--- src/wtf_pkg.sv ---
// shared types, codes and constants of the write-track format parser
`timescale 1ns / 1ps
package wtf_pkg;

  // sector id store
  localparam int unsigned SlotCount = 32;
  localparam int unsigned PtrW      = $clog2(SlotCount + 1);
  localparam int unsigned AddrW     = (SlotCount > 1) ? $clog2(SlotCount) : 1;

  // counters
  localparam int unsigned CntW = 17;
  localparam int unsigned LenW = 16;

  // configuration port
  localparam int unsigned CfgIdxW  = 1;
  localparam int unsigned CfgDataW = 8;
  localparam logic [CfgIdxW-1:0] RegTrack = 1'b0;
  localparam logic [CfgIdxW-1:0] RegSide  = 1'b1;

  // marks in the byte stream
  localparam logic [7:0] MarkIndex = 8'hFC;
  localparam logic [7:0] MarkId    = 8'hFE;
  localparam logic [7:0] MarkData  = 8'hFB;
  localparam logic [7:0] MarkDel   = 8'hF8;

  // byte timeouts, id field byte positions and the geometry limit
  localparam int unsigned MarkTimeout = 100;
  localparam int unsigned GapTimeout  = 200;
  localparam int unsigned IdSectorPos = 3;
  localparam int unsigned IdSizePos   = 4;
  localparam int unsigned GeoLimit    = 254;

  typedef enum logic [3:0] {
    EV_NONE      = 4'd0,
    EV_REJECT    = 4'd1,
    EV_ACCEPT    = 4'd2,
    EV_TIMEOUT   = 4'd3,
    EV_INDEX     = 4'd4,
    EV_INDEX_HDR = 4'd5,
    EV_ID        = 4'd6,
    EV_DMARK     = 4'd7,
    EV_SUMMARY   = 4'd8,
    EV_SECTOR    = 4'd9
  } event_e;

  typedef enum logic [1:0] {
    STAT_IDLE      = 2'd0,
    STAT_BUSY      = 2'd1,
    STAT_NOT_READY = 2'd2
  } status_e;

  typedef enum logic [2:0] {
    STG_INDEX  = 3'd0,
    STG_ID     = 3'd1,
    STG_HEADER = 3'd2,
    STG_DATA   = 3'd3,
    STG_GAP    = 3'd4,
    STG_DONE   = 3'd5
  } stage_e;

  typedef struct packed {
    logic [7:0] track;
    logic       side;
  } cfg_t;

  typedef struct packed {
    logic [3:0] event_res;
    logic [1:0] status;
    logic       irq_raised;
    logic [2:0] stage;
    logic [7:0] size_blocks;
    logic [7:0] sector_count;
    logic [7:0] fill_pattern;
    logic [7:0] sector_id;
    logic       geometry_ok;
    logic       last;
  } out_item_t;

endpackage

--- src/wtf_in_if.sv ---
// input channel of the write-track format parser
`timescale 1ns / 1ps
interface wtf_in_if;
  logic       valid;
  logic       ready;
  logic       command;
  logic [7:0] data_byte;
  logic       drive_ready;
  logic       write_protected;

  modport source (output valid, command, data_byte, drive_ready, write_protected,
                  input ready);
  modport sink (input valid, command, data_byte, drive_ready, write_protected,
                output ready);
endinterface

--- src/wtf_out_if.sv ---
// result channel of the write-track format parser
`timescale 1ns / 1ps
interface wtf_out_if;
  logic       valid;
  logic       ready;
  logic [3:0] event_res;
  logic [1:0] status;
  logic       irq_raised;
  logic [2:0] stage;
  logic [7:0] size_blocks;
  logic [7:0] sector_count;
  logic [7:0] fill_pattern;
  logic [7:0] sector_id;
  logic       geometry_ok;
  logic       last;

  modport source (output valid, event_res, status, irq_raised, stage, size_blocks,
                  sector_count, fill_pattern, sector_id, geometry_ok, last,
                  input ready);
  modport sink (input valid, event_res, status, irq_raised, stage, size_blocks,
                sector_count, fill_pattern, sector_id, geometry_ok, last,
                output ready);
endinterface

--- src/wtf_id_ram.sv ---
// generic single-write, single-read synchronous ram with registered read data
`timescale 1ns / 1ps
module wtf_id_ram #(
  parameter int unsigned Depth = 32,
  parameter int unsigned Width = 8,
  parameter int unsigned AddrW = (Depth > 1) ? $clog2(Depth) : 1
) (
  input  logic             clk_i,
  input  logic             we_i,
  input  logic [AddrW-1:0] waddr_i,
  input  logic [Width-1:0] wdata_i,
  input  logic             re_i,
  input  logic [AddrW-1:0] raddr_i,
  output logic [Width-1:0] rdata_o
);

  logic [Width-1:0] mem_q [Depth];
  logic [Width-1:0] rdata_q;

  always_ff @(posedge clk_i) begin
    if (we_i) begin
      mem_q[waddr_i] <= wdata_i;
    end
    if (re_i) begin
      rdata_q <= mem_q[raddr_i];
    end
  end

  assign rdata_o = rdata_q;

endmodule

--- src/wtf_core.sv ---
// byte-stream parser, result register and sector id read-out sequencer
`timescale 1ns / 1ps
module wtf_core (
  input  logic                          clk_i,
  input  logic                          rst_ni,
  input  wtf_pkg::cfg_t                 cfg_i,
  wtf_in_if.sink                        in_i,
  wtf_out_if.source                     out_o,
  output logic                          ram_we_o,
  output logic [wtf_pkg::AddrW-1:0]     ram_waddr_o,
  output logic [7:0]                    ram_wdata_o,
  output logic                          ram_re_o,
  output logic [wtf_pkg::AddrW-1:0]     ram_raddr_o,
  input  logic [7:0]                    ram_rdata_i
);

  typedef enum logic {
    DUMP_IDLE = 1'b0,
    DUMP_RUN  = 1'b1
  } dump_e;

  wtf_pkg::stage_e          stage_q, stage_d;
  wtf_pkg::status_e         status_q, status_d;
  logic [wtf_pkg::CntW-1:0] count_q, count_d;
  logic [wtf_pkg::LenW-1:0] len_q, len_d;
  logic [7:0]               size_q, size_d;
  logic [7:0]               total_q, total_d;
  logic [7:0]               fill_q, fill_d;
  logic [wtf_pkg::PtrW-1:0] ptr_q, ptr_d;
  dump_e                    dump_q, dump_d;
  logic [wtf_pkg::PtrW-1:0] didx_q, didx_d;
  logic [wtf_pkg::PtrW-1:0] dn_q, dn_d;
  logic                     ov_q, ov_d;
  wtf_pkg::out_item_t       oitem_q, oitem_d;

  logic slot_free, take, track_end, dump_load, dump_last;
  logic [15:0] geo_prod;
  logic        geo_ok;

  assign slot_free = !ov_q || out_o.ready;
  assign in_i.ready = (dump_q == DUMP_IDLE) && slot_free;
  assign take = in_i.valid && in_i.ready;
  assign dump_load = (dump_q == DUMP_RUN) && slot_free;
  assign dump_last = ((didx_q + 1'b1) == dn_q);

  assign geo_prod = total_q * size_q;
  assign geo_ok = (total_q != 8'd0) && (size_q != 8'd0) &&
                  (geo_prod <= 16'(wtf_pkg::GeoLimit));

  always_comb begin
    wtf_pkg::event_e ev;
    logic            irq;
    logic            adv;
    logic            do_abort;
    stage_d   = stage_q;
    status_d  = status_q;
    count_d   = count_q;
    len_d     = len_q;
    size_d    = size_q;
    total_d   = total_q;
    fill_d    = fill_q;
    ptr_d     = ptr_q;
    dump_d    = dump_q;
    didx_d    = didx_q;
    dn_d      = dn_q;
    ov_d      = ov_q;
    oitem_d   = oitem_q;
    ev        = wtf_pkg::EV_NONE;
    irq       = 1'b0;
    adv       = 1'b0;
    do_abort  = 1'b0;
    track_end = 1'b0;
    ram_we_o    = 1'b0;
    ram_waddr_o = ptr_q[wtf_pkg::AddrW-1:0];
    ram_wdata_o = in_i.data_byte;
    ram_re_o    = 1'b0;
    ram_raddr_o = '0;

    if (take) begin
      if (!in_i.command) begin
        len_d = '0;
        ptr_d = '0;
        if (!in_i.drive_ready || in_i.write_protected) begin
          status_d = wtf_pkg::STAT_NOT_READY;
          ev  = wtf_pkg::EV_REJECT;
          irq = 1'b1;
        end else begin
          stage_d  = wtf_pkg::STG_INDEX;
          count_d  = '0;
          status_d = wtf_pkg::STAT_BUSY;
          ev = wtf_pkg::EV_ACCEPT;
        end
      end else begin
        adv = 1'b1;
        case (stage_q)
          wtf_pkg::STG_INDEX: begin
            if (in_i.data_byte == wtf_pkg::MarkIndex) begin
              stage_d = wtf_pkg::STG_ID;
              count_d = '0;
              size_d  = '0;
              total_d = '0;
              fill_d  = '0;
              ptr_d   = '0;
              ev = (cfg_i.track == 8'd0 && !cfg_i.side && !in_i.write_protected) ?
                   wtf_pkg::EV_INDEX_HDR : wtf_pkg::EV_INDEX;
            end else if (count_q > wtf_pkg::CntW'(wtf_pkg::MarkTimeout)) begin
              do_abort = 1'b1;
            end
          end
          wtf_pkg::STG_ID: begin
            if (in_i.data_byte == wtf_pkg::MarkId) begin
              stage_d = wtf_pkg::STG_HEADER;
              count_d = '0;
              total_d = 8'd1;
              ptr_d   = '0;
              ev = wtf_pkg::EV_ID;
            end else if (count_q > wtf_pkg::CntW'(wtf_pkg::MarkTimeout)) begin
              do_abort = 1'b1;
            end
          end
          wtf_pkg::STG_HEADER: begin
            if (count_q <= wtf_pkg::CntW'(wtf_pkg::IdSizePos)) begin
              if (count_q == wtf_pkg::CntW'(wtf_pkg::IdSectorPos)) begin
                if (ptr_q < wtf_pkg::PtrW'(wtf_pkg::SlotCount)) begin
                  ram_we_o = 1'b1;
                  ptr_d = ptr_q + 1'b1;
                end
              end else if (count_q == wtf_pkg::CntW'(wtf_pkg::IdSizePos)) begin
                size_d = in_i.data_byte;
              end
            end else if (in_i.data_byte == wtf_pkg::MarkData ||
                         in_i.data_byte == wtf_pkg::MarkDel) begin
              stage_d = wtf_pkg::STG_DATA;
              count_d = '0;
              len_d   = {size_q, 8'h00};
              ev = wtf_pkg::EV_DMARK;
            end else if (count_q > wtf_pkg::CntW'(wtf_pkg::MarkTimeout)) begin
              do_abort = 1'b1;
            end
          end
          wtf_pkg::STG_DATA: begin
            if (count_q == wtf_pkg::CntW'(1)) begin
              fill_d = in_i.data_byte;
            end
            if (count_q > {1'b0, len_q}) begin
              stage_d = wtf_pkg::STG_GAP;
              count_d = '0;
              len_d   = '0;
            end
          end
          wtf_pkg::STG_GAP: begin
            if (in_i.data_byte == wtf_pkg::MarkId) begin
              stage_d = wtf_pkg::STG_HEADER;
              count_d = '0;
              total_d = total_q + 8'd1;
              ev = wtf_pkg::EV_ID;
            end else if (count_q > wtf_pkg::CntW'(wtf_pkg::GapTimeout)) begin
              track_end = 1'b1;
            end
          end
          default: begin
          end
        endcase

        if (do_abort || track_end) begin
          adv      = 1'b0;
          status_d = wtf_pkg::STAT_IDLE;
          stage_d  = wtf_pkg::STG_DONE;
          irq      = 1'b1;
          ev       = do_abort ? wtf_pkg::EV_TIMEOUT : wtf_pkg::EV_SUMMARY;
        end
      end

      if (adv) begin
        count_d = count_d + 1'b1;
      end

      ov_d = 1'b1;
      oitem_d = '0;
      oitem_d.event_res  = ev;
      oitem_d.status     = status_d;
      oitem_d.irq_raised = irq;
      oitem_d.stage      = stage_d;
      oitem_d.last       = 1'b1;
      if (track_end) begin
        oitem_d.size_blocks  = size_q;
        oitem_d.sector_count = total_q;
        oitem_d.fill_pattern = fill_q;
        oitem_d.geometry_ok  = geo_ok;
        if (ptr_q != '0) begin
          // stored ids follow: fetch the first one now
          oitem_d.last = 1'b0;
          dump_d   = DUMP_RUN;
          didx_d   = '0;
          dn_d     = ptr_q;
          ram_re_o = 1'b1;
        end
      end
    end else if (dump_load) begin
      ov_d = 1'b1;
      oitem_d = '0;
      oitem_d.event_res = wtf_pkg::EV_SECTOR;
      oitem_d.status    = status_q;
      oitem_d.stage     = stage_q;
      oitem_d.sector_id = ram_rdata_i;
      oitem_d.last      = dump_last;
      if (dump_last) begin
        dump_d = DUMP_IDLE;
      end else begin
        didx_d      = didx_q + 1'b1;
        ram_re_o    = 1'b1;
        ram_raddr_o = didx_d[wtf_pkg::AddrW-1:0];
      end
    end else if (out_o.ready) begin
      ov_d = 1'b0;
    end
  end

  always_ff @(posedge clk_i or negedge rst_ni) begin
    if (!rst_ni) begin
      stage_q  <= wtf_pkg::STG_DONE;
      status_q <= wtf_pkg::STAT_IDLE;
      count_q  <= '0;
      len_q    <= '0;
      size_q   <= '0;
      total_q  <= '0;
      fill_q   <= '0;
      ptr_q    <= '0;
      dump_q   <= DUMP_IDLE;
      didx_q   <= '0;
      dn_q     <= '0;
      ov_q     <= 1'b0;
    end else begin
      stage_q  <= stage_d;
      status_q <= status_d;
      count_q  <= count_d;
      len_q    <= len_d;
      size_q   <= size_d;
      total_q  <= total_d;
      fill_q   <= fill_d;
      ptr_q    <= ptr_d;
      dump_q   <= dump_d;
      didx_q   <= didx_d;
      dn_q     <= dn_d;
      ov_q     <= ov_d;
    end
  end

  always_ff @(posedge clk_i) begin
    oitem_q <= oitem_d;
  end

  assign out_o.valid        = ov_q;
  assign out_o.event_res    = oitem_q.event_res;
  assign out_o.status       = oitem_q.status;
  assign out_o.irq_raised   = oitem_q.irq_raised;
  assign out_o.stage        = oitem_q.stage;
  assign out_o.size_blocks  = oitem_q.size_blocks;
  assign out_o.sector_count = oitem_q.sector_count;
  assign out_o.fill_pattern = oitem_q.fill_pattern;
  assign out_o.sector_id    = oitem_q.sector_id;
  assign out_o.geometry_ok  = oitem_q.geometry_ok;
  assign out_o.last         = oitem_q.last;

  a_ptr_bound: assert property (@(posedge clk_i) disable iff (!rst_ni)
    ptr_q <= wtf_pkg::PtrW'(wtf_pkg::SlotCount))
    else $error("id write pointer beyond store");

  a_dump_index: assert property (@(posedge clk_i) disable iff (!rst_ni)
    (dump_q == DUMP_RUN) |-> (didx_q < dn_q))
    else $error("read-out index past stored count");

  a_summary_starts_dump: assert property (@(posedge clk_i) disable iff (!rst_ni)
    (take && track_end && ptr_q != '0) |=>
      (dump_q == DUMP_RUN && ov_q && !oitem_q.last))
    else $error("summary with stored ids did not start read-out");

  a_dump_ends_on_last: assert property (@(posedge clk_i) disable iff (!rst_ni)
    (dump_load && dump_last) |=> (dump_q == DUMP_IDLE && oitem_q.last))
    else $error("read-out did not end with last item");

endmodule

--- src/write_track_format_parser_unit.sv ---
// top level of the write-track format parser: config registers, parser core, id store
// result: a result item appears in the output register in the cycle after its item is accepted
// throughput: one item per cycle while the result side takes every item
// track end: summary item, then one stored sector id per cycle from the id ram unless stalled
//   (1 + n items); no new item is accepted until the last sector id has been loaded
// reset: asynchronous active low, clears parser state and config; id ram is not cleared
`timescale 1ns / 1ps
module write_track_format_parser_unit (
  input  logic                           clk_i,
  input  logic                           rst_ni,
  input  logic                           cfg_we_i,
  input  logic [wtf_pkg::CfgIdxW-1:0]    cfg_idx_i,
  input  logic [wtf_pkg::CfgDataW-1:0]   cfg_data_i,
  wtf_in_if.sink                         in_i,
  wtf_out_if.source                      out_o
);

  // config registers; the user must write them only while idle, the block does not enforce it
  logic [7:0] track_q;
  logic       side_q;
  wtf_pkg::cfg_t cfg;

  // id ram port signals
  logic                      ram_we, ram_re;
  logic [wtf_pkg::AddrW-1:0] ram_waddr, ram_raddr;
  logic [7:0]                ram_wdata, ram_rdata;

  always_ff @(posedge clk_i or negedge rst_ni) begin
    if (!rst_ni) begin
      track_q <= '0;
      side_q  <= 1'b0;
    end else if (cfg_we_i) begin
      case (cfg_idx_i)
        wtf_pkg::RegTrack: track_q <= cfg_data_i[7:0];
        wtf_pkg::RegSide:  side_q  <= cfg_data_i[0];
        default: begin
        end
      endcase
    end
  end

  assign cfg.track = track_q;
  assign cfg.side  = side_q;

  // parser, result register and read-out sequencer
  wtf_core u_core (
    .clk_i       (clk_i),
    .rst_ni      (rst_ni),
    .cfg_i       (cfg),
    .in_i        (in_i),
    .out_o       (out_o),
    .ram_we_o    (ram_we),
    .ram_waddr_o (ram_waddr),
    .ram_wdata_o (ram_wdata),
    .ram_re_o    (ram_re),
    .ram_raddr_o (ram_raddr),
    .ram_rdata_i (ram_rdata)
  );

  // sector id store, one entry per id slot
  wtf_id_ram #(
    .Depth (wtf_pkg::SlotCount),
    .Width (8),
    .AddrW (wtf_pkg::AddrW)
  ) u_id_ram (
    .clk_i   (clk_i),
    .we_i    (ram_we),
    .waddr_i (ram_waddr),
    .wdata_i (ram_wdata),
    .re_i    (ram_re),
    .raddr_i (ram_raddr),
    .rdata_o (ram_rdata)
  );

endmodule

--- src/flat_wrapper.sv ---
// flat-port wrapper written by rule: the top's interface ports become plain ports
module write_track_format_parser_unit_flat 
  (clk_i, rst_ni, cfg_we_i, cfg_idx_i, cfg_data_i, in_i_valid, in_i_command, in_i_data_byte, in_i_drive_ready, in_i_write_protected, in_i_ready, out_o_valid, out_o_event_res, out_o_status, out_o_irq_raised, out_o_stage, out_o_size_blocks, out_o_sector_count, out_o_fill_pattern, out_o_sector_id, out_o_geometry_ok, out_o_last, out_o_ready);
  wtf_in_if in_i_i ();
  wtf_out_if out_o_i ();
  input  logic clk_i;
  input  logic rst_ni;
  input  logic cfg_we_i;
  input  logic [wtf_pkg::CfgIdxW-1:0] cfg_idx_i;
  input  logic [wtf_pkg::CfgDataW-1:0] cfg_data_i;
  input wire logic [$bits(in_i_i.valid)-1:0] in_i_valid;
  input wire logic [$bits(in_i_i.command)-1:0] in_i_command;
  input wire logic [$bits(in_i_i.data_byte)-1:0] in_i_data_byte;
  input wire logic [$bits(in_i_i.drive_ready)-1:0] in_i_drive_ready;
  input wire logic [$bits(in_i_i.write_protected)-1:0] in_i_write_protected;
  output wire logic [$bits(in_i_i.ready)-1:0] in_i_ready;
  output wire logic [$bits(out_o_i.valid)-1:0] out_o_valid;
  output wire logic [$bits(out_o_i.event_res)-1:0] out_o_event_res;
  output wire logic [$bits(out_o_i.status)-1:0] out_o_status;
  output wire logic [$bits(out_o_i.irq_raised)-1:0] out_o_irq_raised;
  output wire logic [$bits(out_o_i.stage)-1:0] out_o_stage;
  output wire logic [$bits(out_o_i.size_blocks)-1:0] out_o_size_blocks;
  output wire logic [$bits(out_o_i.sector_count)-1:0] out_o_sector_count;
  output wire logic [$bits(out_o_i.fill_pattern)-1:0] out_o_fill_pattern;
  output wire logic [$bits(out_o_i.sector_id)-1:0] out_o_sector_id;
  output wire logic [$bits(out_o_i.geometry_ok)-1:0] out_o_geometry_ok;
  output wire logic [$bits(out_o_i.last)-1:0] out_o_last;
  input wire logic [$bits(out_o_i.ready)-1:0] out_o_ready;
  assign in_i_i.valid = in_i_valid;
  assign in_i_i.command = in_i_command;
  assign in_i_i.data_byte = in_i_data_byte;
  assign in_i_i.drive_ready = in_i_drive_ready;
  assign in_i_i.write_protected = in_i_write_protected;
  assign in_i_ready = in_i_i.ready;
  assign out_o_valid = out_o_i.valid;
  assign out_o_event_res = out_o_i.event_res;
  assign out_o_status = out_o_i.status;
  assign out_o_irq_raised = out_o_i.irq_raised;
  assign out_o_stage = out_o_i.stage;
  assign out_o_size_blocks = out_o_i.size_blocks;
  assign out_o_sector_count = out_o_i.sector_count;
  assign out_o_fill_pattern = out_o_i.fill_pattern;
  assign out_o_sector_id = out_o_i.sector_id;
  assign out_o_geometry_ok = out_o_i.geometry_ok;
  assign out_o_last = out_o_i.last;
  assign out_o_i.ready = out_o_ready;
  write_track_format_parser_unit u_core (.clk_i(clk_i), .rst_ni(rst_ni), .cfg_we_i(cfg_we_i), .cfg_idx_i(cfg_idx_i), .cfg_data_i(cfg_data_i), .in_i(in_i_i), .out_o(out_o_i));
endmodule
--- config.mk ---
export PLATFORM = sky130hd
export DESIGN_NAME = write_track_format_parser_unit_flat
export DESIGN_NICKNAME = d
export VERILOG_FILES = /design/src/wtf_pkg.sv /design/src/wtf_in_if.sv /design/src/wtf_out_if.sv /design/src/wtf_id_ram.sv /design/src/wtf_core.sv /design/src/write_track_format_parser_unit.sv /design/src/flat_wrapper.sv
export SDC_FILE = /design/constraint.sdc
export NUM_CORES = 1
export LEC_CHECK = 0
export ABC_CLOCK_PERIOD_IN_PS = 6300
export BUFFER_PORTS_ARGS = -buffer_cell sky130_fd_sc_hd__buf_2
export CORE_ASPECT_RATIO = 0.9
export CORE_MARGIN = 2
export CORE_UTILIZATION = 30
export DETAILED_ROUTE_END_ITERATION = 10
export PLACE_DENSITY = 0.46
export SKIP_CTS_REPAIR_TIMING = 1
export SYNTH_ARGS = -nofsm -noshare
export SYNTH_HDL_FRONTEND = slang
export SYNTH_HIERARCHICAL = 1
export SYNTH_SLANG_ARGS = --single-unit
--- constraint.sdc ---
create_clock -name clk_i -period 6.3 [get_ports clk_i]
set_input_delay 0 -clock clk_i [delete_from_list [all_inputs] [get_ports clk_i]]
set_output_delay 0 -clock clk_i [all_outputs]
set_load 0.05 [all_outputs]
## Yosys cells after proc, flatten, opt, wreduce, memory -nomap -nowiden

Memory sizes are Yosys's and may differ from the RTL's. A register that Yosys moved wholly into a read port is not among the register bits.
Cells that the tools add are included.

| operators by class | value |
|---|---|
| $lt $le $gt $ge | 6 |
| div/mod/pow operators | 0 |
| multiply operators | 1 |
| $add $sub $neg | 4 |
| reduce and logical (&&, ||, !) cells | 37 |
| shifts and indexed selects | 0 |
| muxes and demuxes | 109 |
| bitwise gates (word level) | 2 |
| equal/unequal tests | 32 |

Operators by type and width:

| operator | count |
|---|---|
| $mux W17 | 9 |
| $mux W44 | 2 |
| $pmux W17 S4 | 1 |
| $mux W6 | 11 |
| $mux W16 | 4 |
| $mux W8 | 7 |
| $mux W1 | 43 |
| $mux W3 | 12 |
| $eq A8 B8 Y1 const B | 4 |
| $pmux W16 S2 | 1 |
| $pmux W8 S2 | 2 |
| $mux W24 | 1 |
| $ne A3 B3 Y1 const B | 8 |
| $pmux W8 S3 | 1 |
| $pmux W6 S3 | 1 |
| $add A17 B1 Y17 const B | 1 |
| $eq A17 B1 Y1 const B | 1 |
| $eq A17 B2 Y1 const B | 1 |
| $eq A17 B3 Y1 const B | 1 |
| $gt A17 B16 Y1 | 1 |
| $gt A17 B7 Y1 const B | 1 |
| $gt A17 B8 Y1 const B | 1 |
| $le A17 B3 Y1 const B | 1 |
| $le A16 B8 Y1 const B | 1 |
| other kinds (35) | 75 |

| storage, ports and cells | value |
|---|---|
| input bits | 25 |
| output and inout bits | 46 |
| RAM bits | 256 |
| bits in latches | 0 |
| logic and storage cells | 216 |
| memories kept | 1 |
| memory bits (read-only) | 0 |
| register bits | 135 |

Memories:

| name | words | width | read ports | clocked after memory_dff | write ports | RTL line | RTL |
|---|---|---|---|---|---|---|---|
| u_core.u_id_ram.mem_q | 32 | 8 | 1 | 1 | 1 | wtf_id_ram.sv:17 | `logic [Width-1:0] mem_q [Depth];` |

## Depth between registers and ports, before layout

Gate-level depths: netlist of run 1.

| depth | value |
|---|---|
| depth after elaboration | 12 |
| depth in mapped cells | 18 |
| gate-level depth less buffers | 17 |

## Cells and area by module

The synthesis of run 1 kept the hierarchy.

By module, submodules not included:

| module | cells an instance | sequential area each (um^2) | area each (um^2) | times used |
|---|---|---|---|---|
| wtf_id_ram | 417 | 7927.6 | 10133.5 | 1 |
| wtf_core | 961 | 3095.5 | 8610.8 | 1 |
| write_track_format_parser_unit | 21 | 225.2 | 385.4 | 1 |

## Worst setup path before layout of run 1

Ideal clock, no wire load.

| path | value |
|---|---|
| kind | register -> register |
| from | reg u_core.u_core.size_q[7] |
| to | reg u_core.u_core.oitem_q (netlist bit u_core/u_core/out_o.geometry_ok) (data pin) |
| data required time | 6093 ps |
| library setup time | 207 ps |
| data arrival time | 4429 ps |
| path buffers | 1 |
| period minus slack after synthesis | 4636 ps |
| cell stages (with the launch flop) | 17 |
| path slack | 1664 ps |
| cells stage by stage | dfrtp_1 clkbuf_1 and2_1 fa_1 fa_1 fa_1 inv_1 fa_1 inv_1 ha_1 or2_2 a21oi_1 inv_1 a31oi_1 mux2i_1 nand4_1 a2111oi_0 |

RTL lines:

| element | RTL line | RTL |
|---|---|---|
| from (decl) | wtf_core.sv:26 | `logic [7:0] size_q, size_d;` |
| from (signal assigned) | wtf_core.sv:238 | `size_q <= size_d;` |
| to (signal assigned) | wtf_core.sv:250 | `oitem_q <= oitem_d;` |
| to (decl) | wtf_core.sv:34 | `wtf_pkg::out_item_t oitem_q, oitem_d;` |

==> results of run 1 <==
[final cells by class]
type                            count  area (sq um)
Antenna cell                        1          2.50
Sequential cell                   391         11200
Fill cell                        6102         41000
Clock buffer                       63          1180
Tap cell                          845          1060
Clock inverter                     15           138
Inverter                           77           289
Multi-Input combinational cell    838          7170
Timing Repair Buffer              110           748
[cell usage in the layout, fill, tap and decap left out, types with 10 or more instances in the layout]
cell and instances:
sky130_fd_sc_hd__nand3_1 36, sky130_fd_sc_hd__mux2i_1 14, sky130_fd_sc_hd__nor4_1 13, sky130_fd_sc_hd__ha_1 50, sky130_fd_sc_hd__mux4_2 80, sky130_fd_sc_hd__edfxtp_1 300
sky130_fd_sc_hd__o21ai_0 57, sky130_fd_sc_hd__and2_1 55, sky130_fd_sc_hd__a21o_1 15, sky130_fd_sc_hd__buf_2 69, sky130_fd_sc_hd__clkbuf_1 17, sky130_fd_sc_hd__buf_4 15
sky130_fd_sc_hd__nand4_1 11, sky130_fd_sc_hd__dlygate4sd3_1 23, sky130_fd_sc_hd__xnor2_1 10, sky130_fd_sc_hd__nor3_1 20, sky130_fd_sc_hd__nand2_1 141, sky130_fd_sc_hd__nor2_1 63
sky130_fd_sc_hd__and3_1 35, sky130_fd_sc_hd__fa_1 36, sky130_fd_sc_hd__clkbuf_16 43, sky130_fd_sc_hd__inv_1 75, sky130_fd_sc_hd__dfrtp_1 81, sky130_fd_sc_hd__a21oi_1 37
sky130_fd_sc_hd__nand3b_1 10
[how the worst max path moves through the flow]
| stage | startpoint | endpoint | slack [ns] | cells past startpoint |
|---|---|---|---|---|
| 2_1_floorplan | u_core/u_core/size_q[7] | u_core/u_core/out_o.geometry_ok | 1.66 | 16 |
| 3_5_place_dp | u_core/u_core/size_q[7] | u_core/u_core/out_o.geometry_ok | 1.34 | 15 |
| 4_1_cts | u_core/u_core/size_q[7] | u_core/u_core/out_o.geometry_ok | 1.31 | 15 |
| 3_3_place_gp | u_core/u_core/size_q[7] | u_core/u_core/out_o.geometry_ok | 1.44 | 15 |
| 6_report | u_core/u_core/size_q[7] | u_core/u_core/out_o.geometry_ok | 1.34 | 15 |
| 5_1_grt | u_core/u_core/total_q[3] | u_core/u_core/out_o.geometry_ok | 1.05 | 14 |
[Yosys cell counts (7+ instances only)]
cell type / count
sky130_fd_sc_hd__a21oi_1: 37
sky130_fd_sc_hd__dfxtp_1: 8
sky130_fd_sc_hd__nand2_1: 142
sky130_fd_sc_hd__nor4_1: 13
sky130_fd_sc_hd__and3_1: 35
sky130_fd_sc_hd__nand2b_1: 8
sky130_fd_sc_hd__mux2i_1: 14
sky130_fd_sc_hd__fa_1: 36
sky130_fd_sc_hd__o211ai_1: 9
sky130_fd_sc_hd__buf_1: 8
sky130_fd_sc_hd__clkbuf_1: 59
sky130_fd_sc_hd__nor2_1: 66
sky130_fd_sc_hd__ha_1: 50
sky130_fd_sc_hd__and2_1: 55
sky130_fd_sc_hd__xnor2_1: 10
sky130_fd_sc_hd__xor2_1: 7
sky130_fd_sc_hd__edfxtp_1: 300
sky130_fd_sc_hd__a21o_1: 15
sky130_fd_sc_hd__buf_4: 19
sky130_fd_sc_hd__nand3_1: 36
sky130_fd_sc_hd__dfrtp_1: 81
sky130_fd_sc_hd__nand4_1: 11
sky130_fd_sc_hd__o21ai_0: 57
sky130_fd_sc_hd__mux4_2: 80
sky130_fd_sc_hd__nor3_1: 21
sky130_fd_sc_hd__nand3b_1: 10
sky130_fd_sc_hd__mux2_2: 9
sky130_fd_sc_hd__mux2_4: 8
sky130_fd_sc_hd__inv_1: 75
sky130_fd_sc_hd__o31ai_1: 8
[power by group through the flow]
stage / Combinational (uW) / Sequential (uW) / Clock (uW)
floorplan: 657 / 3240 / 0
CTS: 1130 / 3070 / 2450
global placement: 1120 / 3120 / 0
global route: 1230 / 3090 / 2560
finish: 1130 / 3070 / 2380
detailed placement: 1130 / 3120 / 0
[metal layers]
layer / global-route usage, % / vias up / wire, um
li1: - / 5327 / -
met4: 2.55 / 0 / 573
met1: 21.5 / 6129 / 23300
met2: 22.0 / 256 / 21700
met3: 2.19 / 43 / 1880
met5: 0 / - / 0
[worst register-to-register path, stage by stage, from the launching register on]
cell                        delay (ns)
sky130_fd_sc_hd__dfrtp_1          0.53
sky130_fd_sc_hd__and2_1           0.26
sky130_fd_sc_hd__fa_1             0.51
sky130_fd_sc_hd__fa_1             0.53
sky130_fd_sc_hd__fa_1             0.55
sky130_fd_sc_hd__inv_1            0.05
sky130_fd_sc_hd__fa_1             0.53
sky130_fd_sc_hd__inv_1            0.04
sky130_fd_sc_hd__ha_1             0.32
sky130_fd_sc_hd__or2_2            0.28
sky130_fd_sc_hd__a21oi_1          0.21
sky130_fd_sc_hd__inv_1            0.06
sky130_fd_sc_hd__a31oi_1          0.25
sky130_fd_sc_hd__mux2i_1          0.23
sky130_fd_sc_hd__nand4_1          0.11
sky130_fd_sc_hd__a2111oi_0        0.30
[logic make-up after synthesis]
group	after synthesis	synth area share, %
flip-flops	391	58.8
XOR/XNOR	18	0.896
multiplexers	111	11.3
buffers and inverters	170	3.89
AO/OA/AOI/OAI	189	6.50
adder cells (fa/ha/maj)	86	7.04
AND/OR/NAND/NOR	434	11.6
[per-stage QoR]
stage               worst slack [ns]  instances  cell area [sq um]
finish                          1.34       2340              21800
global route                    1.05       2339              21800
CTS                             1.31       2316              21600
detailed placement              1.34       2238              20300
global placement                1.44       2238              20300
floorplan                       1.66       1399              19100
==> results, run 1 <==
- The flow ran to the end, but the final reports show violations.
- The checks that failed: negative hold slack.
- Counting flops with a built-in enable in the synthesized netlist gives 300.
- The maximum VDD drop is 0.185 mV.
- In this run the remaining antenna-violating nets after routing total 0.
- The flip-flop count of the largest register, all copies and words added is between 200 and 300.
- At the worst endpoint, the arrival time is 5.29 ns.
- The number of hold violations in the final report came to 1.
- The depth of the worst hold-timing path is 6.
- The number of core rows is 87.
- The utilization after layout is 34.8%.
- The power per cell area is 301 mW/mm^2.
- The proportion of power drawn by flip-flops and latches is 46.7%.
- Setup repair after global routing left no endpoint under its margin.
- Global routing finished with a remaining overflow of 0.
- The slew at the pin with the worst max-slew slack is about 1.2 ns.
- The routability congestion estimate from global placement is 0.823.
- The total clock sinks is a little under 400.
- Cells with a size suffix above 1 make up a little under a fifth of the layout.
- The area share of the largest cell type after synthesis is 47.1%.
- A synthesized cell averages 13.7 sq um.
- The critical path required time is about 6.6 ns.
- The global-route wire length before repair is 73.1 mm.
- The post-route worst hold slack is -0.0177 ns.
- By area the synthesized netlist is led by sky130_fd_sc_hd__edfxtp_1 47%, sky130_fd_sc_hd__dfrtp_1 11%, sky130_fd_sc_hd__mux4_2 9.4%, sky130_fd_sc_hd__fa_1 3.8%, sky130_fd_sc_hd__ha_1 3.3%.
- The die extent in y is roughly 240 um.
- In the final layout, the registers with the most flip-flops are u_core/u_id_ram/mem_q: 256 flops, u_core/u_core/count_q: 17 flops.
- For this run, the number of Yosys warnings is 6.
- More flip-flops sit in one register than any other, and that register is u_core/u_id_ram/mem_q.
- The number of pins with negative max-slew slack in the final report came to 0.
- The number of vias in the routed layout is around 12000.
- After routing, the total negative slack on setup checks comes to 0 ns.
- Compared with the post-synthesis result, the final layout area differs by 14.1%.
- The worst hold path begins at in_i_drive_ready.
- Of all cell types, the one taking the most synthesized area is sky130_fd_sc_hd__edfxtp_1.
- The starting utilization of the core area is between 30 and 40%.
- The endpoint identified for the worst register-to-register timing path is u_core/u_core/out_o.geometry_ok.
- Detailed placement finished with a half-perimeter wire length of 31.4 mm.
- In this design, the largest share of critical-path delay is due to adder cells.
- The largest fanout on the critical path is 12.
- The port buffer count is 70.
- The sort of element at the start of the critical path is a flip-flop.
- The cell that appears most often on the critical path is sky130_fd_sc_hd__fa_1.
- The path with the worst hold slack has its endpoint at u_core/u_core/stage_q[1].
- The delay of the slowest cell on the worst path is 0.55 ns.
- The critical path class is flip-flop to flip-flop.
- The post-synthesis register bit count is between 300 and 400.
- The number of buffers inserted during clock tree synthesis is 42.
- After clock tree synthesis, the clock-pin slew on the worst setup and hold paths is 0.06 ns.
- The length in cells of the worst reg-to-reg path is 15.
- The slowest stage cell on the critical path is sky130_fd_sc_hd__fa_1.
- Net switching is approximately 29% of the power.
- For this run, asynchronously set or reset flops after synthesis account for 21.2%.
- The share of the Yosys chip area taken by registers is 58.8%.
- The headroom to the max-slew limit is 20.5%.
- Entering global routing, the biggest net connects 71 pins.
- Setup violations remaining at the end of the flow were counted as 0.
- The final layout contains routed wiring with a total length of 47.4 mm.
- STA classifies the critical path endpoint as a flip-flop.
- After the last flow step, the layout net total stands at 1571.
- The insertion delay to the later sink of the worst-skew pair is about 0.57 ns.
- The total power of the final layout is 6580 uW.
- In this run the clock root is driven by a sky130_fd_sc_hd__clkbuf_16.
- After detailed routing, the number of vias per cell comes to 5.02.
- The first-pass iteration count of the detailed router is 5.
- The number of buffers between clock root and the deepest sink is 3.
- Global routing used 14.3% of the available tracks.
- The total die area is roughly 0.066 sq mm.
- The residual DRC count is 0.
- The initial antenna violation count came to 0.
- The routed length per placed instance is 20.3 um.
- Across the run, the number of max-cap violations was 0.
- The smallest clock period supported by the final layout is computed as approximately 5 ns.
- The path class of the tightest hold or removal check is input port to flip-flop.
- The number of library cell types mapped by synthesis is 84.
- The number of buffers and inverters on the critical path is 3.
- The number of global-route vias before repair is 11600.
- The CTS tree is done.
- The net switching power is 1930 uW.
- The total area inside the core boundary comes to approximately 0.063 sq mm.
- The clock skew is 0.0311 ns.
- For this design the top-level I/O count stands at ~70.
- In this run the critical register-to-register path is launched from u_core/u_core/size_q[7].
- The maximum level of the CTS H-tree is 2.
- In the synthesized netlist, the number of instances is 1399.
- The top achievable clock speed is 202 MHz.
- The fraction of the cycle the final worst path needs is 78.7%.
- After the first detailed-routing iteration, the DRC count stood at just over 900.
- The post-synth net total is 1510.
- The horizontal die dimension is 270 um.
- The part of the total power dissipated in combinational logic is between 10% and 20%.
- The mapped netlist covers 0.0191 sq mm.
- Walking the worst path, the cells encountered are and2_1, fa_1, fa_1, fa_1, inv_1, fa_1, inv_1, ha_1, or2_2, a21oi_1, inv_1, a31oi_1, mux2i_1, nand4_1, a2111oi_0.
- For this design the static power due to leakage is 0.00800 uW.
- The setup check on the worst reg-to-reg path leaves a slack of between 1 and 1.5 ns.
- The internal power is 4650 uW.
- The clock network power share is a little over a third.
- The most common flop cell mapped by yosys is sky130_fd_sc_hd__edfxtp_1.
Note: power is estimated with default switching activity, not from simulation.
==> run 2, diff against run 1 <==
--- a/config.mk
+++ b/config.mk
@@ -5,13 +5,13 @@
 export SDC_FILE = /design/constraint.sdc
 export NUM_CORES = 1
 export LEC_CHECK = 0
-export ABC_CLOCK_PERIOD_IN_PS = 6300
+export ABC_CLOCK_PERIOD_IN_PS = 4500
 export BUFFER_PORTS_ARGS = -buffer_cell sky130_fd_sc_hd__buf_2
 export CORE_ASPECT_RATIO = 0.9
 export CORE_MARGIN = 2
 export CORE_UTILIZATION = 30
 export DETAILED_ROUTE_END_ITERATION = 10
-export PLACE_DENSITY = 0.46
+export PLACE_DENSITY = 0.47
 export SKIP_CTS_REPAIR_TIMING = 1
 export SYNTH_ARGS = -nofsm -noshare
 export SYNTH_HDL_FRONTEND = slang
==> constraint.sdc (replaced) <==
create_clock -name clk_i -period 4.5 [get_ports clk_i]
set_input_delay 0 -clock clk_i [delete_from_list [all_inputs] [get_ports clk_i]]
set_output_delay 0 -clock clk_i [all_outputs]
set_load 0.05 [all_outputs]
==> run 2 against run 1 <==
  * The flow now finishes without violations
  * Critical path type unchanged
  * Clock power rose by 40%
  * Non-clock buffer count increased by 107
  * First-iteration DRC count rose by 16%
  * Clock-buffer cell count fell by 9
  * Die area unchanged
  * Global-route usage grew 0.33 points
  * Sequential power grew 40%
  * Largest cell class unchanged
  * Via count grew 1.9%
  * Largest power group unchanged
  * Sequential share of layout area down 2.3 points
==> results, run 2 (synthesis results as in run 1) <==
- The post-route setup TNS is 0 ns (unchanged).
- The port buffer count is 70 (unchanged).
- The utilization after layout is 36.4% (was 34.8%).
- The share of layout cells above drive strength 1 is 26.6% (was 18.2%).
- The number of buffers between clock root and the deepest sink is 3 (unchanged).
- The first-pass iteration count of the detailed router was 5 (unchanged).
- The clock input transition at the sequential cells of the worst setup and hold paths is 0.07 ns (was 0.06 ns).
- The fraction of the cycle the final worst path needs came to 96.7% (was 78.7%).
- The maximum level of the CTS H-tree is 2 (unchanged).
- The delay of the slowest cell on the worst path is 0.49 ns (was 0.55 ns).
- Most frequent cells in the layout: 300 x sky130_fd_sc_hd__edfxtp_1, 141 x sky130_fd_sc_hd__nand2_1, 117 x sky130_fd_sc_hd__buf_4 (was 300 x sky130_fd_sc_hd__edfxtp_1, 141 x sky130_fd_sc_hd__nand2_1, 81 x sky130_fd_sc_hd__dfrtp_1).
- The maximum VDD drop is 0.249 mV (was 0.185 mV).
- The leftover overflow at the end of global routing is 0 (unchanged).
- The post-detailed-route via-to-cell ratio is 4.90 (was 5.02).
- The routed length per placed instance is 20.0 um (was 20.3 um).
- The reg2reg setup slack is 0.15 ns (was 1.34 ns).
- The largest fanout on the critical path is 4 (was 12).
- The final standard cell count with taps included and fillers excluded is 2442 (was 2340).
- The first-iteration detailed-routing DRC count is 1076 (was 925).
- The static power due to leakage is 0.00855 uW (was 0.00800 uW).
- The total power of the final layout is 9270 uW (was 6580 uW).
- The total inserted antenna cells is 0 (was 1).
- The horizontal die dimension is 270 um (unchanged).
- The die extent in y came to 244 um (unchanged).
- The number of nets in the final layout is 1677 (was 1571).
- The sort of element at the start of the critical path is a flip-flop (unchanged).
- The global-route usage over all layers is 14.6% (was 14.3%).
- The setup-violating endpoint count in the final report was 0 (unchanged).
- The number of pins with negative max-slew slack in the final report is 0 (unchanged).
- The reported max-cap violation count was 0 (unchanged).
- The critical register-to-register path endpoint is u_core/u_core/out_o.geometry_ok (unchanged).
- The number of instances in the placed design is 2332 (was 2238).
- The critical path class is flip-flop to flip-flop (unchanged).
- The flip-flop count of the largest register, all copies and words added is 256 (unchanged).
- The capture endpoint of the worst hold path is u_core/u_core/fill_q[4] (was u_core/u_core/stage_q[1]).
- The number of vias in the routed layout is 12000 (was 11800).
- The sum of met2 wire segment lengths after detailed routing is 22.1 mm (was 21.7 mm).
- The post-place setup slack is -0.331 ns (was 1.34 ns).
- The number of core rows is 87 (unchanged).
- The number of hold violations in the final report is 0 (was 1).
- The total detailed-routing wirelength was 48.7 mm (was 47.4 mm).
- The CTS tree is done (unchanged).
- The power per cell area is 406 mW/mm^2 (was 301 mW/mm^2).
- The insertion delay to the later sink of the worst-skew pair came to 0.57 ns (about the same).
- The area of the core was 0.0628 sq mm (unchanged).
- The area growth from synthesis to layout is 19.5% (was 14.1%).
- The launch instance of the worst min-delay path is in_i_data_byte[4] (was in_i_drive_ready).
- The endpoint arrival time on the critical path was 4.66 ns (was 5.29 ns).
- The top achievable clock speed came to 230 MHz (was 202 MHz).
- The count of nets left with antenna violations after detail routing was 0 (unchanged).
- The initial antenna violation count is 1 (was 0).
- The met1 wire length was 23.9 mm (was 23.3 mm).
- Result of the run: completed (was complete, but fails checks).
- The residual DRC count is 0 (unchanged).
- The most common library cell in the layout ignoring fill and taps is sky130_fd_sc_hd__edfxtp_1 (unchanged).
- The global-route wire length before repair is 74.2 mm (was 73.1 mm).
- The total clock sinks is 391 (unchanged).
- The slew at the pin with the worst max-slew slack is 1.30 ns (was 1.18 ns).
- The clock skew is 0.0192 ns (was 0.0311 ns).
- The final worst-path setup slack was 0.149 ns (was 1.34 ns).
- The critical path required time is 4.81 ns (was 6.62 ns).
- The slowest stage cell on the critical path is sky130_fd_sc_hd__fa_1 (unchanged).
- The cell chosen for the clock root is sky130_fd_sc_hd__clkbuf_16 (unchanged).
- Biggest registers after layout: u_core/u_id_ram/mem_q: 256 flops, u_core/u_core/count_q: 17 flops (unchanged).
- The starting utilization of the core area came to 30.5% (unchanged).
- Unrepaired setup endpoints after global routing: yes (was no).
- The number of buffers inserted during clock tree synthesis is 41 (was 42).
- The headroom to the max-slew limit is 13.0% (was 20.5%).
- The routability congestion estimate from global placement is 0.834 (was 0.823).
- The number of global-route vias before repair is 11800 (was 11600).
- The I/O pin total is 71 (unchanged).
- The cell repeated most along the worst path is sky130_fd_sc_hd__fa_1 (unchanged).
- The kind of end point of the critical path is a flip-flop (unchanged).
- The maximum number of pins on one net before global-route repair was 71 (unchanged).
- The worst hold path class is input port to flip-flop (unchanged).
- The register name with the most flops is u_core/u_id_ram/mem_q (unchanged).
- The HPWL after detailed placement is 32.6 mm (was 31.4 mm).
- Ordered cell list for the critical path: buf_4, buf_4, and2_1, fa_1, fa_1, fa_1, ha_1, ha_1, or3b_2, a221oi_2, a2111oi_2, nand3_1, a311oi_2, nand4_1, a2111oi_4 (was and2_1, fa_1, fa_1, fa_1, inv_1, fa_1, inv_1, ha_1, or2_2, a21oi_1, inv_1, a31oi_1, mux2i_1, nand4_1, a2111oi_0).
- The top routing layer in use is met4 (unchanged).
- The total die area is 0.0658 sq mm (unchanged).
- The total length of routed met3 wires is 1.93 mm (was 1.88 mm).
- The startpoint of the lowest-slack register-to-register path is u_core/u_core/total_q[5] (was u_core/u_core/size_q[7]).
- The final critical delay including setup and external delays is 4.35 ns (was 4.96 ns).
- The length in cells of the worst reg-to-reg path is 15 (unchanged).
- The depth of the worst hold-timing path came to 4 (was 6).
==> run 2: cell types whose count changed in the layout (fill, tap and decap cells not counted), sizes merged <==
| cell | before | now |
|---|---|---|
| buf | 87 | 190 |
| bufinv | 1 | 3 |
| clkbuf | 63 | 55 |
| clkinv | 13 | 16 |
| diode | 1 | 0 |
| dlygate4sd3 | 23 | 26 |
==> run 2: final cells by class <==
class                   instances  area [sq um]
fillers                      6066         39900
flip-flops and latches        391         11300
multi-input cells             838          7390
repair buffers                217          1570
clock buffers                  54          1100
well taps                     845          1060
inverters                      77           289
clock inverters                20           206
==> run 2: worst max-delay path by stage <==
stage                                  start                               to  slack, ns  cells after the start
floorplan           u_core/u_core/total_q[2]  u_core/u_core/out_o.geometry_ok       0.03                     15
global placement    u_core/u_core/total_q[3]  u_core/u_core/out_o.geometry_ok      -0.06                     15
detailed placement  u_core/u_core/total_q[3]  u_core/u_core/out_o.geometry_ok      -0.33                     14
CTS                 u_core/u_core/total_q[3]  u_core/u_core/out_o.geometry_ok      -0.34                     14
global route         u_core/u_core/size_q[3]  u_core/u_core/out_o.geometry_ok      -0.02                     14
finish              u_core/u_core/total_q[5]  u_core/u_core/out_o.geometry_ok       0.15                     15
==> run 2: stage by stage <==
step	instance area, sq um	hold slack (ns)
after global routing	22900	0.0338
after CTS	22300	-0.734
after detailed placement	21000	-0.127
after global placement	21000	-0.129
final	22900	0.00128
after floorplan	19200	-0.296
==> run 2: layer usage <==
layer	global-route usage [%]	up-vias
met4	3.22	0
li1	-	5549
met1	21.7	6143
met3	2.31	48
met5	0	-
met2	22.5	233
==> run 2: worst max-delay path, delay by kind of cell, from the launching register on <==
family | cells | cell delay, ns
and+or+nand+nor | 4 | 0.95
buffers and inverters | 2 | 0.27
DFF | 1 | 0.40
adders and majority gates | 5 | 2.03
AOI/OAI and AO/OA | 4 | 0.44
==> run 2: power by group <==
part           internal [uW]  switching (uW)
Sequential              4100             199
Clock                   1900            1430
Combinational            564            1080
==> run 3, diff against run 2 <==
--- a/config.mk
+++ b/config.mk
@@ -7,6 +7,7 @@
 export LEC_CHECK = 0
 export ABC_CLOCK_PERIOD_IN_PS = 4500
 export BUFFER_PORTS_ARGS = -buffer_cell sky130_fd_sc_hd__buf_2
+export CAP_MARGIN = 20
 export CORE_ASPECT_RATIO = 0.9
 export CORE_MARGIN = 2
 export CORE_UTILIZATION = 30
@@ -15,5 +16,4 @@
 export SKIP_CTS_REPAIR_TIMING = 1
 export SYNTH_ARGS = -nofsm -noshare
 export SYNTH_HDL_FRONTEND = slang
-export SYNTH_HIERARCHICAL = 1
 export SYNTH_SLANG_ARGS = --single-unit
==> run 3 against run 2 <==
  * The run now ends with negative hold slack, negative setup slack left
  * Power up 11%
  * Clock skew up 0.0012 ns
  * Core utilization up 0.089 points
  * First-iteration DRC count down 8.2%
  * Critical path depth down 1
  * Hold slack worse by 0.0053 ns
  * Die area down 0.39%
==> results, run 3 <==
- Result of the run: complete, but fails checks (was completed).
- The final reports fail on negative hold slack, negative setup slack.
- The endpoint arrival time on the critical path was 4.94 ns (was 4.66 ns).
- The launching element of the worst setup path was u_core.u_core.size_q[4] (was u_core/u_core/total_q[5]).
- The worst hold path class is input port to flip-flop (unchanged).
- The number of core rows is 87 (unchanged).
- The startpoint of the lowest-slack register-to-register path was u_core.u_core.size_q[4] (was u_core/u_core/total_q[5]).
- The count of nets left with antenna violations after detail routing is 0 (unchanged).
- The CTS tree is done (unchanged).
- The final critical delay including setup and external delays was 4.53 ns (was 4.35 ns).
- The number of pins with negative max-slew slack in the final report is 0 (unchanged).
- The critical path required time is 4.91 ns (was 4.81 ns).
- The dominant cell type by area after synthesis is sky130_fd_sc_hd__edfxtp_1 (unchanged).
- The post-route setup TNS was -0.0286 ns (was 0 ns).
- The number of buffers inserted during clock tree synthesis came to 46 (was 41).
- The area share of the largest cell type after synthesis came to 47.3% (was 47.1%).
- The number of buffers and inverters on the critical path was 3 (was 2).
- The placed cell area came to 0.0210 sq mm (about the same).
- The cell repeated most along the worst path is sky130_fd_sc_hd__fa_1 (unchanged).
- The count of warnings emitted by yosys came to 0 (was 6).
- The post-detailed-route via-to-cell ratio is 4.98 (was 4.90).
- The global-route wire length before repair was 80.6 mm (was 74.2 mm).
- The number of buffers between clock root and the deepest sink is 3 (unchanged).
- The cell chosen for the clock root is sky130_fd_sc_hd__clkbuf_16 (unchanged).
- Synth area leaders: sky130_fd_sc_hd__edfxtp_1 47%, sky130_fd_sc_hd__dfrtp_1 11%, sky130_fd_sc_hd__fa_1 3.8%, sky130_fd_sc_hd__ha_1 3.4%, sky130_fd_sc_hd__nand2_1 3.2% (was sky130_fd_sc_hd__edfxtp_1 47%, sky130_fd_sc_hd__dfrtp_1 11%, sky130_fd_sc_hd__mux4_2 9.4%, sky130_fd_sc_hd__fa_1 3.8%, sky130_fd_sc_hd__ha_1 3.3%).
- The horizontal die dimension is 270 um (about the same).
- The first-pass iteration count of the detailed router came to 6 (was 5).
- The number of nets in the final layout came to 1828 (was 1677).
- Most frequent cells in the layout: 300 x sky130_fd_sc_hd__edfxtp_1, 163 x sky130_fd_sc_hd__nand2_1, 113 x sky130_fd_sc_hd__buf_4 (was 300 x sky130_fd_sc_hd__edfxtp_1, 141 x sky130_fd_sc_hd__nand2_1, 117 x sky130_fd_sc_hd__buf_4).
- The number of enable-type register cells in the synthesized netlist is 300 (unchanged).
- The number of global-route vias before repair is 13100 (was 11800).
- The most common flop cell mapped by yosys is sky130_fd_sc_hd__edfxtp_1 (unchanged).
- The most common library cell in the layout ignoring fill and taps is sky130_fd_sc_hd__edfxtp_1 (unchanged).
- The post-route worst hold slack is -0.00406 ns (was 0.00128 ns).
- The port buffer count is 70 (unchanged).
- The area growth from synthesis to layout is 20.1% (was 19.5%).
- The largest fanout on the critical path is 8 (was 4).
- The total inserted antenna cells was 0 (unchanged).
- The flip-flop count of the largest register, all copies and words added is 256 (unchanged).
- The clock input transition at the sequential cells of the worst setup and hold paths is 0.06 ns (was 0.07 ns).
- The fraction of the cycle the final worst path needs is 101% (was 96.7%).
- The first-iteration detailed-routing DRC count is 988 (was 1076).
- The static power due to leakage is 0.00877 uW (was 0.00855 uW).
- The number of library cell types mapped by synthesis is 93 (was 84).
- The maximum VDD drop is 0.237 mV (was 0.249 mV).
- The total detailed-routing wirelength is 52.8 mm (was 48.7 mm).
- Most numerous cell types in the synthesized netlist: 300 x sky130_fd_sc_hd__edfxtp_1, 164 x sky130_fd_sc_hd__nand2_1, 101 x sky130_fd_sc_hd__nor2_1 (was 300 x sky130_fd_sc_hd__edfxtp_1, 142 x sky130_fd_sc_hd__nand2_1, 81 x sky130_fd_sc_hd__dfrtp_1).
- The maximum number of pins on one net before global-route repair is 46 (was 71).
- The post-synthesis register bit count came to 391 (unchanged).
- The number of inserted filler cells in the final layout is 6142 (was 6066).
- The total die area came to 0.0656 sq mm (was 0.0658 sq mm).
- The routability congestion estimate from global placement is 0.821 (was 0.834).
- The sort of element at the start of the critical path is a flip-flop (unchanged).
- The area of the core is 0.0627 sq mm (was 0.0628 sq mm).
- The global-route usage over all layers is 15.9% (was 14.6%).
- The total number of cells along the worst setup path came to 14 (was 15).
- The final worst-path setup slack is -0.0286 ns (was 0.149 ns).
- The number of hold violations in the final report is 3 (was 0).
- The number of vias in the routed layout is 12900 (was 12000).
- The length in cells of the worst reg-to-reg path was 14 (was 15).
- The HPWL after detailed placement came to 36.0 mm (was 32.6 mm).
- The slew at the pin with the worst max-slew slack is 1.01 ns (was 1.30 ns).
- Biggest registers after layout: u_core.u_id_ram.mem_q: 256 flops, u_core.u_core.count_q: 17 flops (was u_core/u_id_ram/mem_q: 256 flops, u_core/u_core/count_q: 17 flops).
- The insertion delay to the later sink of the worst-skew pair came to 0.58 ns (was 0.57 ns).
- The post-synth net total is 1655 (was 1510).
- The power per cell area came to 451 mW/mm^2 (was 406 mW/mm^2).
- The launch instance of the worst min-delay path is in_i_data_byte[4] (unchanged).
- The die extent in y is 243 um (was 244 um).
- The most frequently used cell type in the post-synthesis netlist is sky130_fd_sc_hd__edfxtp_1 (unchanged).
- The kind of end point of the critical path is a flip-flop (unchanged).
- The register name with the most flops is u_core.u_id_ram.mem_q (was u_core/u_id_ram/mem_q).
- The clock skew came to 0.0204 ns (was 0.0192 ns).
- The synthesized area divided by synthesized cell count came to 12.4 sq um (was 13.7 sq um).
- The reg2reg setup slack was -0.03 ns (was 0.15 ns).
- The initial antenna violation count is 1 (unchanged).
- The setup-violating endpoint count in the final report is 1 (was 0).
- The I/O pin total came to 71 (unchanged).
- The slowest stage cell on the critical path was sky130_fd_sc_hd__fa_1 (unchanged).
- The depth of the worst hold-timing path is 2 (was 4).
- The residual DRC count is 0 (unchanged).
- The headroom to the max-slew limit is 32.7% (was 13.0%).
- The maximum level of the CTS H-tree is 2 (unchanged).
- The delay of the slowest cell on the worst path is 0.53 ns (was 0.49 ns).
- The total clock sinks is 391 (unchanged).
- The routed length per placed instance was 20.3 um (was 20.0 um).
- The starting utilization of the core area came to 30.4% (was 30.5%).
- The family of cells with the greatest summed delay on the critical path is adder cells (unchanged).
- The top achievable clock speed came to 221 MHz (was 230 MHz).
- The worst setup path endpoint is u_core.u_core.out_o.geometry_ok (was u_core/u_core/out_o.geometry_ok).
- The share of layout cells above drive strength 1 came to 20.8% (was 26.6%).
- The final non-filler cell area is 0.0229 sq mm (about the same).
- The critical register-to-register path endpoint is u_core.u_core.out_o.geometry_ok (was u_core/u_core/out_o.geometry_ok).
- The critical path class was flip-flop to flip-flop (unchanged).
- The number of cells produced by synthesis came to 1542 (was 1399).
- Ordered cell list for the critical path: buf_6, and2_1, fa_1, fa_1, fa_1, inv_1, fa_1, inv_1, ha_2, or4_4, a31o_4, a211o_1, xor2_1, nor3_1 (was buf_4, buf_4, and2_1, fa_1, fa_1, fa_1, ha_1, ha_1, or3b_2, a221oi_2, a2111oi_2, nand3_1, a311oi_2, nand4_1, a2111oi_4).
- The share of synthesized flip-flops with an asynchronous set or reset came to 21.2% (unchanged).
- Unrepaired setup endpoints after global routing: yes (unchanged).
- The cell area after synthesis is 0.0191 sq mm (about the same).
- The leftover overflow at the end of global routing was 0 (unchanged).
- The sequential element share of the synthesized area is 59.0% (was 58.8%).
- The reported max-cap violation count is 0 (unchanged).
-- run 3: cell count changes after synthesis, moves of 15 or more --
cell / previous run / this run
sky130_fd_sc_hd__nand3_1: 36 / 21
sky130_fd_sc_hd__nand2_1: 142 / 164
sky130_fd_sc_hd__and2_1: 55 / 80
sky130_fd_sc_hd__o21ai_0: 57 / 78
sky130_fd_sc_hd__mux4_2: 80 / 16
sky130_fd_sc_hd__a21oi_1: 37 / 78
sky130_fd_sc_hd__nor2_1: 66 / 101
sky130_fd_sc_hd__and3_1: 35 / 13
sky130_fd_sc_hd__mux2_2: 9 / 42
sky130_fd_sc_hd__a222oi_1: 0 / 17
sky130_fd_sc_hd__clkbuf_1: 59 / 82
sky130_fd_sc_hd__buf_4: 19 / 0
-- run 3: final cells by class --
| class | count | area [sq um] | share of cell area (%) |
|---|---|---|---|
| clock inverter | 16 | 133 | 0.580 |
| sequential | 391 | 11300 | 49.2 |
| timing repair buffer | 213 | 1510 | 6.61 |
| multi-input combinational | 990 | 7310 | 32.0 |
| tap | 845 | 1060 | 4.62 |
| inverter | 73 | 274 | 1.20 |
| clock buffer | 69 | 1330 | 5.81 |
-- run 3: logic make-up (layout without fill, tap and decap cells) --
group,count (synthesis),in the layout,synth area share [%]
AND/OR/NAND/NOR,476,476,12.5
flip-flops,391,391,59.0
AO/OA/AOI/OAI,321,321,11.3
buffers and inverters,161,371,3.22
adder cells (fa/ha/maj),89,89,7.25
multiplexers,82,82,5.63
XOR/XNOR,22,22,1.08
-- run 3: metrics by stage --
stage	utilization, %	instances	total power, uW	worst slack, ns
detailed placement	33.4	2473	6800	-0.207
global placement	33.4	2473	6790	-0.127
CTS	35.8	2558	10400	-0.209
global route	36.5	2597	10800	-0.197
finish	36.5	2597	10300	-0.0286
floorplan	-	1542	5960	-0.0128
-- run 3: how the worst min path moves through the flow --
| stage | end |
|---|---|
| floorplan | u_core.side_q |
| global placement | u_core.track_q[6] |
| detailed placement | u_core.track_q[6] |
| CTS | u_core.track_q[6] |
| global route | u_core.u_core.size_q[3] |
| finish | u_core.u_id_ram.mem_q[22][4] |
-- run 3: metal layers --
metal	up-vias	wire, um	global-route usage [%]
li1	6046	-	-
met4	2	1630	5.70
met3	86	2780	2.70
met2	318	23700	24.9
met5	-	13	0
met1	6487	24600	22.3
-- run 3: power breakdown --
part | switching (uW) | internal [uW] | total (uW)
Sequential | 210 | 4080 | 4290
Clock | 1510 | 2060 | 3560
Combinational | 1610 | 840 | 2450
Total | 3330 | 6980 | 10300
